**config.mk**
```make
export PLATFORM = sky130hd
export DESIGN_NAME = bba_ram
export DESIGN_NICKNAME = d
export VERILOG_FILES = /design/src/design/bba_ram.sv
export SDC_FILE = /design/constraint.sdc
export NUM_CORES = 1
export LEC_CHECK = 0
export BUFFER_PORTS_ARGS = -buffer_cell sky130_fd_sc_hd__buf_2
export CELL_PAD_IN_SITES_DETAIL_PLACEMENT = 0
export CELL_PAD_IN_SITES_GLOBAL_PLACEMENT = 2
export CORE_ASPECT_RATIO = 1.5
export CORE_MARGIN = 2
export CORE_UTILIZATION = 35
export CTS_CLUSTER_SIZE = 30
export DETAILED_ROUTE_END_ITERATION = 7
export PLACE_DENSITY_LB_ADDON = 0.1
export SLEW_MARGIN = 20
export SYNTH_ARGS = -nofsm -noshare
export SYNTH_HDL_FRONTEND = slang
export SYNTH_SLANG_ARGS = --single-unit
export TNS_END_PERCENT = 50
```
**constraint.sdc**
```tcl
create_clock -name clk -period 2 [get_ports clk]
set_clock_uncertainty 0.05 [all_clocks]
set_input_delay 0.2 -clock clk [delete_from_list [all_inputs] [get_ports clk]]
set_output_delay 0.2 -clock clk [all_outputs]
set_load 0.02 [all_outputs]
```
**src/design/bba_ram.sv**
```systemverilog
// Generic single-write, single-read RAM with registered read data.
module bba_ram #(
    parameter int WIDTH = 8,
    parameter int DEPTH = 16
) (
    input  logic                     clk,
    input  logic                     we,
    input  logic [$clog2(DEPTH)-1:0] waddr,
    input  logic [WIDTH-1:0]         wdata,
    input  logic [$clog2(DEPTH)-1:0] raddr,
    output logic [WIDTH-1:0]         rdata
);

    logic [WIDTH-1:0] mem [DEPTH];

    always_ff @(posedge clk)
    begin
        if (we)
        begin
            mem[waddr] <= wdata;
        end
        rdata <= mem[raddr];
    end

endmodule

```
==> results.yml <==
cells_and_area:
  final_cells: 495
  post_route_cells_drive_above_1_share: 0.321
  nets: 304
  finalInstanceArea_um2: 6260
  area_delta_synth_final_pct: 21.5
  diodes: 0
  num-fill-cells: 1296
cts:
  cts_hold_buffers: 0
  htreeDepth: 4
  cts.clk_slew.worst_paths_ns: 0.06
  cts.sinks: 136
  cts_tree: "done"
  cts_buffer_depth: 2
  insertion_delay_ns: 0.41
  cts_setup_buffers: 0
  root_buffer: "clkbuf_16"
  cts_resized: 0
  numCtsBuffers: 17
run_status:
  status: "complete, no violations"
synthesis:
  synthTopCellsByArea: "edfxtp_1, mux4_2, mux4_1, dfxtp_1, a22oi_1"
  synth_nets: 247
  synth_area_um2: 5150
  ys_seq_area_frac: 0.778
  ys_ff_latch: 136
  syn_avg_cell_area_um2: 22.5
  synth_warnings: 0
  synthCells: 229
  ys_types: 19
  synth_top_area_frac: 0.747
  synth_top_area_cell: "edfxtp_1"
placement:
  pre_cts_slack_ns: 0.321
  dp_hpwl_mm: 7.01
  place_inst: 463
  portBuffers: 25
  placed_cell_area_um2: 5640
  gp_congestion: 0.697
timing:
  slew_headroom: 0.709
  setup_viol: 0
  timing.setup.tns_ns: 0
  rsz0062_at_grt: "no"
  worst_pin_slew_ns: 0.437
  max_freq_ghz: 0.717
  maxSlewViolCount: 0
  period_needed_ns: 1.39
  setup_ws_ns: 0.606
  hold_violations: 0
  period_share: 0.697
setup_path:
  crit_type: "flip-flop to flip-flop"
  crit_chain: "mux4_1 -> a22oi_1 -> nand2_1"
  crit_arrival_ns: 1.64
  slowest_stage: "mux4_1"
  critPathCaptureType: "flip-flop"
  rrSetupSlack_ns: 0.61
  cp-start-kind: "flip-flop"
  cp.required_ns: 2.24
  max_stage_delay_ns: 0.50
  crit_fanout: 1
routing:
  wl_per_cell_um: 20.9
  finalWirelength_mm: 10.4
  via_count: 2399
  firstDrtPassIters: 4
  viasPerCell: 4.85
  antenna_left: 0
  drc: 0
  drt_iter0_markers: 131
power:
  power.density_nw_per_um2: 1080
  vdd_ir_drop_max_uv: 441
  p_leak_uw: 0.00212
floorplan:
  start_util: 0.356
  io_pins: 26
  placementRows: 54
  dieWidth_um: 103
  coreArea_um2: 14500
  die_area_um2: 15700
  fp.dieH_um: 153
grt:
  antenna_found_initial: 0
  grtUsageTotal: 0.148
  grt_remaining_overflow: 0
  grt_pass1_wl_mm: 15.9
  grt_max_degree: 33
  grt_pass1_vias: 2566
flow_run:
  drv_cap: 0
hold_path:
  hp-class: "primary input to flip-flop"
-- per-stage QoR --
step	hold WS [ns]	power (uW)	util
floorplan	0.249	3440	-
global placement	0.541	3590	0.390
detailed placement	0.549	3600	0.390
CTS	0.113	6810	0.433
global route	0.128	6960	0.433
finish	0.126	6730	0.433
-- worst max-delay path: cells and delay by family, from the launching register on --
family | cells | cell delay [ns]
AOI/OAI and AO/OA | 1 | 0.30
DFF | 1 | 0.35
muxes | 1 | 0.50
and+or+nand+nor | 1 | 0.08
-- power breakdown --
| part | internal [uW] | total (uW) | switching, uW |
|---|---|---|---|
| clock | 2080 | 3200 | 1120 |
| combinational | 135 | 322 | 187 |
| sequential | 3190 | 3210 | 20.4 |
| total | 5400 | 6730 | 1320 |
-- state kept, by name, summed over array words and instances (netlist names) --
| register | count |
|---|---|
| mem | 128 |
| rdata | 8 |
-- final cells by class --
class / instances / area, um^2 / share of cell area
Clock buffer: 20 / 437 / 0.0698
Timing Repair Buffer: 48 / 335 / 0.0536
Tap cell: 196 / 245 / 0.0392
Sequential cell: 136 / 4000 / 0.640
Multi-Input combinational cell: 83 / 1060 / 0.169
Clock inverter: 12 / 178 / 0.0284
-- layer usage --
metal | up-vias | share of wire | track usage
li1 | 1085 | - | -
met1 | 1239 | 0.41 | 0.191
met2 | 65 | 0.54 | 0.240
met3 | 10 | 0.039 | 0.0376
met4 | 0 | 0.013 | 0.0564
met5 | - | 0 | 0
-- final timing paths --
kind	end	cells past startpoint	startpoint
setup reg to reg	rdata[2]	3	mem[1][2]
hold / removal	mem[6][5]	1	wdata[5]
hold reg to reg	rdata[4]	3	mem[14][4]
setup / recovery	rdata[2]	3	mem[1][2]
-- layout by cell type, fill, tap and decap left out --
master,Yosys,routed
a22oi_1,16,16
and2b_1,1,1
clkinv_4,0,2
nand3b_1,2,2
bufinv_16,0,4
edfxtp_1,128,128
and2_1,1,1
buf_2,3,25
mux4_2,18,18
nor3_1,4,4
nor2_1,13,13
mux4_1,14,14
clkbuf_16,0,17
or3b_2,1,1
clkinvlp_4,0,4
nand3_1,1,1
buf_12,0,3
nand2_1,9,9
nor2b_1,1,1
clkinv_2,0,2
clkbuf_1,0,3
nand2b_1,2,2
buf_4,1,20
dfxtp_1,8,8
-- synthesized netlist by cell type --
cell type          n
nand3b_1           2
nor2_1            13
nor3_1             4
nand2_1            9
buf_4              1
clkdlybuf4s25_2    3
mux4_2            18
nor2b_1            1
dfxtp_1            8
a22oi_1           16
and2_1             1
edfxtp_1         128
or3b_2             1
and2b_1            1
buf_6              3
nand2b_1           2
nand3_1            1
mux4_1            14
buf_2              3
-- logic make-up (layout without fill, tap and decap cells) --
kind of cell | after synthesis | in the layout | synth area share
compound gates | 16 | 16 | 0.0233
buf+inv | 10 | 80 | 0.0168
flops | 136 | 136 | 0.778
mux | 32 | 32 | 0.150
simple gates | 35 | 35 | 0.0318
Power figures use the tool's default switching activity.
