[config.mk]
export PLATFORM = sky130hd
export DESIGN_NAME = bba_word_unit
export DESIGN_NICKNAME = d
export VERILOG_FILES = /design/src/design/bba_pkg.sv /design/src/design/bba_word_unit.sv
export SDC_FILE = /design/constraint.sdc
export NUM_CORES = 1
export LEC_CHECK = 0
export ABC_AREA = 1
export ABC_CLOCK_PERIOD_IN_PS = 5100
export BUFFER_PORTS_ARGS = -buffer_cell sky130_fd_sc_hd__buf_2
export CAP_MARGIN = 20
export CORE_MARGIN = 10
export CORE_UTILIZATION = 35
export DETAILED_ROUTE_END_ITERATION = 10
export PLACE_DENSITY = 0.65
export SETUP_SLACK_MARGIN = 0.3
export SLEW_MARGIN = 10
export SYNTH_ARGS = -nofsm -noshare
export SYNTH_HDL_FRONTEND = slang
export SYNTH_SLANG_ARGS = --single-unit
[constraint.sdc]
create_clock -name vclk -period 5.1
set_input_delay 1.02 -clock vclk [all_inputs]
set_output_delay 1.02 -clock vclk [all_outputs]
set_load 0.02 [all_outputs]
[src/design/bba_pkg.sv]
// Shared constants, types and helper functions for the block bitmap allocator.
package bba_pkg;

    localparam int NUM_BLOCKS       = 1024;
    localparam int NUM_INODES       = 64;
    localparam int DIRECT_PER_INODE = 12;

    localparam int MAP_BITS   = 64;
    localparam int MAP_WORDS  = NUM_BLOCKS / MAP_BITS;
    localparam int BIT_AW     = $clog2(MAP_BITS);
    localparam int WORD_AW    = $clog2(MAP_WORDS);
    localparam int BLK_W      = 10;
    localparam int INODE_W    = 6;
    localparam int LEN_W      = 4;
    localparam int IDX_W      = 4;
    localparam int LIST_DEPTH = NUM_INODES * DIRECT_PER_INODE;
    localparam int LIST_AW    = $clog2(LIST_DEPTH);

    localparam logic [2:0] CMD_ALLOC      = 3'd0;
    localparam logic [2:0] CMD_FREE       = 3'd1;
    localparam logic [2:0] CMD_TEST       = 3'd2;
    localparam logic [2:0] CMD_ALLOC_INO  = 3'd3;
    localparam logic [2:0] CMD_FREE_INO   = 3'd4;
    localparam logic [2:0] CMD_GET_INO    = 3'd5;

    localparam logic [2:0] ST_OK           = 3'd0;
    localparam logic [2:0] ST_NO_FREE      = 3'd1;
    localparam logic [2:0] ST_BAD_BLOCK    = 3'd2;
    localparam logic [2:0] ST_INODE_UNUSED = 3'd3;
    localparam logic [2:0] ST_INODE_FULL   = 3'd4;
    localparam logic [2:0] ST_BAD_INDEX    = 3'd5;

    typedef struct packed {
        logic [MAP_BITS-1:0] word;
        logic [BIT_AW-1:0]   pos;
        logic                find_zero;
        logic                set_val;
    } word_req_t;

    typedef struct packed {
        logic                has_zero;
        logic [BIT_AW-1:0]   zero_pos;
        logic                bit_val;
        logic [MAP_BITS-1:0] new_word;
    } word_rsp_t;

    function automatic logic [MAP_BITS-1:0] map_reset_word(input logic [WORD_AW-1:0] w);
        logic [MAP_BITS-1:0] r;
        r = '0;
        if (w == '0)
        begin
            r[0] = 1'b1;
        end
        return r;
    endfunction

    function automatic logic block_ok(input logic [BLK_W-1:0] b);
        return (b != '0) && ({1'b0, b} < (BLK_W + 1)'(NUM_BLOCKS));
    endfunction

endpackage

[src/design/bba_word_unit.sv]
// Shared bitmap word unit: lowest-zero search, bit test and bit update.
module bba_word_unit
    import bba_pkg::*;
(
    input  word_req_t req,
    output word_rsp_t rsp
);

    always_comb
    begin
        logic              found;
        logic [BIT_AW-1:0] zpos;
        logic [BIT_AW-1:0] target;
        found = 1'b0;
        zpos  = '0;
        for (int i = MAP_BITS - 1; i >= 0; i--)
        begin
            if (!req.word[i])
            begin
                found = 1'b1;
                zpos  = BIT_AW'(i);
            end
        end
        target           = req.find_zero ? zpos : req.pos;
        rsp.has_zero     = found;
        rsp.zero_pos     = zpos;
        rsp.bit_val      = req.word[req.pos];
        rsp.new_word     = req.word;
        rsp.new_word[target] = req.set_val;
    end

endmodule
==> run metrics <==
worst hold start=req[17]; Max Clock Freq=0.169 GHz; switching power share of the total=0.584; area of the placeable core=between 0.008 and 0.009 sq mm; portion of synthesized cell area occupied by the leading cell type=0.300; crit path launch=req[71]; critical path depth=70; CP Max Fanout=5; Yosys warnings=0; proportion of power drawn by flip-flops and latches=0; VDD IR max=0.0405 mV; die width=between 100 and 150 microns; post-route cell area=around 0.0050 sq mm; Multi-input gate area=0.00284 sq mm; Routed wire per std cell=~19 microns; die outline area=about 0.012 sq mm; share of synthesized area occupied by flip-flops and latches=0; post-synthesis simple-gate area fraction=0.701; worst setup slack before clock tree synthesis=-824 ps; largest cells by area after synthesis=sky130_fd_sc_hd__nand2_1 30%, sky130_fd_sc_hd__nand4_1 22%, sky130_fd_sc_hd__nor2_1 8.7%, sky130_fd_sc_hd__o21ai_0 8.5%, sky130_fd_sc_hd__nand3_1 6.7%; most area-hungry cell type in the Yosys netlist=sky130_fd_sc_hd__nand2_1; status=finished with violations; via total after detailed routing=about 5200; max-slew violations=0; leakage power figure=2.36 nW; post-route minimum period=~5900 ps; area taken by flip-flops and latches=0 sq um; Detailed Route WL=around 17000 microns; wire length of the first global-routing pass=26100 microns; Die Y=112 microns; placement row count=33; starting density of the core=0.358; portion of the clock cycle consumed by the worst path in the final layout=1.16; via count of the first global-routing pass=~4800; layout cell share with drive strength beyond 1=0.391; synthesis-to-layout area growth=69.7%; Tightest Hold Check Type=primary input to primary output; PD cells=roughly 100 mW/mm^2; Adder-Cell Fraction of Synth Area=0; count of antenna-violating nets left after detailed routing=0; GRT Residual Overflow=0; final worst slack=-826 ps; leading post-synthesis cells by instance count=234 x sky130_fd_sc_hd__nand2_1, 103 x sky130_fd_sc_hd__nand4_1, 68 x sky130_fd_sc_hd__nor2_1; cells after synthesis=about 630; cell area after synthesis=0.00293 sq mm; internal power=between 0.0002 and 0.00025 W; first-iteration detailed-routing DRC count=approximately 470; violated checks=setup timing; total I/O pin count=144; count of maximum capacitance violations=0; port buffer count=144; most used cell, CP=sky130_fd_sc_hd__nand2_1; clock share of power=0; net count after synthesis=between 600 and 700; Mean Syn Cell Area=between 4 and 5 sq um; count of sequential standard cells=0; library cells used by synthesis=30; clock buffer count in the final layout=0; global placer's final weighted congestion=1.00; instance area after placement=~0.0042 sq mm; category of the worst setup path capture point=primary output; power dissipated by switching net loads=~0.00029 W; length of the first detailed-routing pass in iterations=5; residual DRC count=0; antenna cell count=0; Worst setup SP type=primary input; layout net count=between 800 and 900; crit path max-delay cell type=sky130_fd_sc_hd__buf_6; CP endpoint=rsp[50]; final setup fails=65; Via-to-Cell Ratio=slightly below 6; antenna violations before repair=0; slew at the pin closest to its max-slew limit=~1000 ps; number of fill cells in the layout=846; family with the most delay on the worst path=simple AND/OR/NAND/NOR gates; relative max-transition margin=0.311; critical path start-end classification=primary input to primary output; most frequently used cell type in the post-synthesis netlist=sky130_fd_sc_hd__nand2_1; RSZ-0062 raised after global routing=true; data arrival time of the critical path=4910 ps; Comb pwr share=1.000; Synth Area in Compound Gates=0.174; fraction of synthesized cell area in xor and xnor cells=0; final hold viol count=0; dominant combinational cell family by area after synthesis=simple AND/OR/NAND/NOR gates; buffers plus inverters on the worst setup path=5; Worst Hold Margin=around 2400 ps; CP max stage delay=between 100 and 150 ps; endpoint required time on the critical path=between 4000 and 5000 ps; total routing resource utilization after global routing=0.247; total half-perimeter wirelength after legalization and detailed placement=about 13000 microns; pin count of the biggest net entering global routing=65; multiplexer area fraction after synthesis=0
==> per-stage QoR <==
step | setup TNS, ps | power, W | utilization | std cells
3_3_place_gp | -51510 | 0.000402 | 0.516 | 875
6_report | -50570 | 0.000498 | 0.608 | 892
3_5_place_dp | -50860 | 0.000404 | 0.516 | 875
4_1_cts | -48540 | 0.000469 | 0.584 | 885
2_1_floorplan | -5470 | 0.000230 | - | 626
5_1_grt | -89210 | 0.000532 | 0.608 | 892
==> layout make-up <==
class | instances | area share
repair buffers | 212 | 0.377
multi-input cells | 546 | 0.572
well taps | 105 | 0.0264
inverters | 29 | 0.0244
==> cells by family after synthesis <==
| family | after synthesis |
|---|---|
| AND/OR/NAND/NOR | 455 |
| buffers and inverters | 81 |
| AO/OA/AOI/OAI | 90 |
==> power groups by stage <==
stage	Clock [W]	Sequential, W	Combinational, W
CTS	0	0	0.000469
global placement	0	0	0.000402
finish	0	0	0.000498
detailed placement	0	0	0.000404
global route	0	0	0.000532
floorplan	0	0	0.000230
==> worst min-delay path by stage <==
stage,to,depth (start not counted)
4_1_cts,rsp[64],3
2_1_floorplan,rsp[66],2
3_5_place_dp,rsp[64],3
6_report,rsp[9],4
5_1_grt,rsp[9],4
3_3_place_gp,rsp[64],3
==> cells in the final DEF (no fill, tap or decap), types with 2 or more instances in the layout <==
cell and count:
sky130_fd_sc_hd__o21ai_0 50, sky130_fd_sc_hd__nor2_2 4, sky130_fd_sc_hd__buf_16 3, sky130_fd_sc_hd__clkbuf_16 2
sky130_fd_sc_hd__nand2_2 72, sky130_fd_sc_hd__buf_2 79, sky130_fd_sc_hd__buf_6 68, sky130_fd_sc_hd__o22ai_1 13
sky130_fd_sc_hd__a211oi_1 2, sky130_fd_sc_hd__nand2_1 163, sky130_fd_sc_hd__nor4_1 3, sky130_fd_sc_hd__a31oi_1 5
sky130_fd_sc_hd__nand2_4 2, sky130_fd_sc_hd__nor3_1 3, sky130_fd_sc_hd__nor2_1 64, sky130_fd_sc_hd__nand3_1 26
sky130_fd_sc_hd__o211ai_1 3, sky130_fd_sc_hd__inv_1 26, sky130_fd_sc_hd__a21oi_1 10, sky130_fd_sc_hd__nand3_2 13
sky130_fd_sc_hd__o221ai_1 2, sky130_fd_sc_hd__buf_4 49, sky130_fd_sc_hd__nand4_1 103, sky130_fd_sc_hd__buf_12 10
==> layer usage <==
metal / track usage / wire length (microns)
met3: 0.0333 / 1370
met2: 0.402 / 8010
met5: 0 / 0
met1: 0.347 / 7460
met4: 0.0206 / 163
==> repair_timing <==
action                                  4_1_cts  5_1_grt
cloned                                        5        2
hold endpoints to repair                      0        0
buffers inserted                              5        1
hold buffers                                  0        0
gates resized for setup                     129       27
endpoints found under the setup margin       65       65
pin swaps                                     9        8
==> worst min-delay path, cell delays in order <==
cell,delay (ps)
sky130_fd_sc_hd__buf_2,120
sky130_fd_sc_hd__nand2_2,50
sky130_fd_sc_hd__nand2_2,50
sky130_fd_sc_hd__buf_6,110
Power figures use the tool's default switching activity.
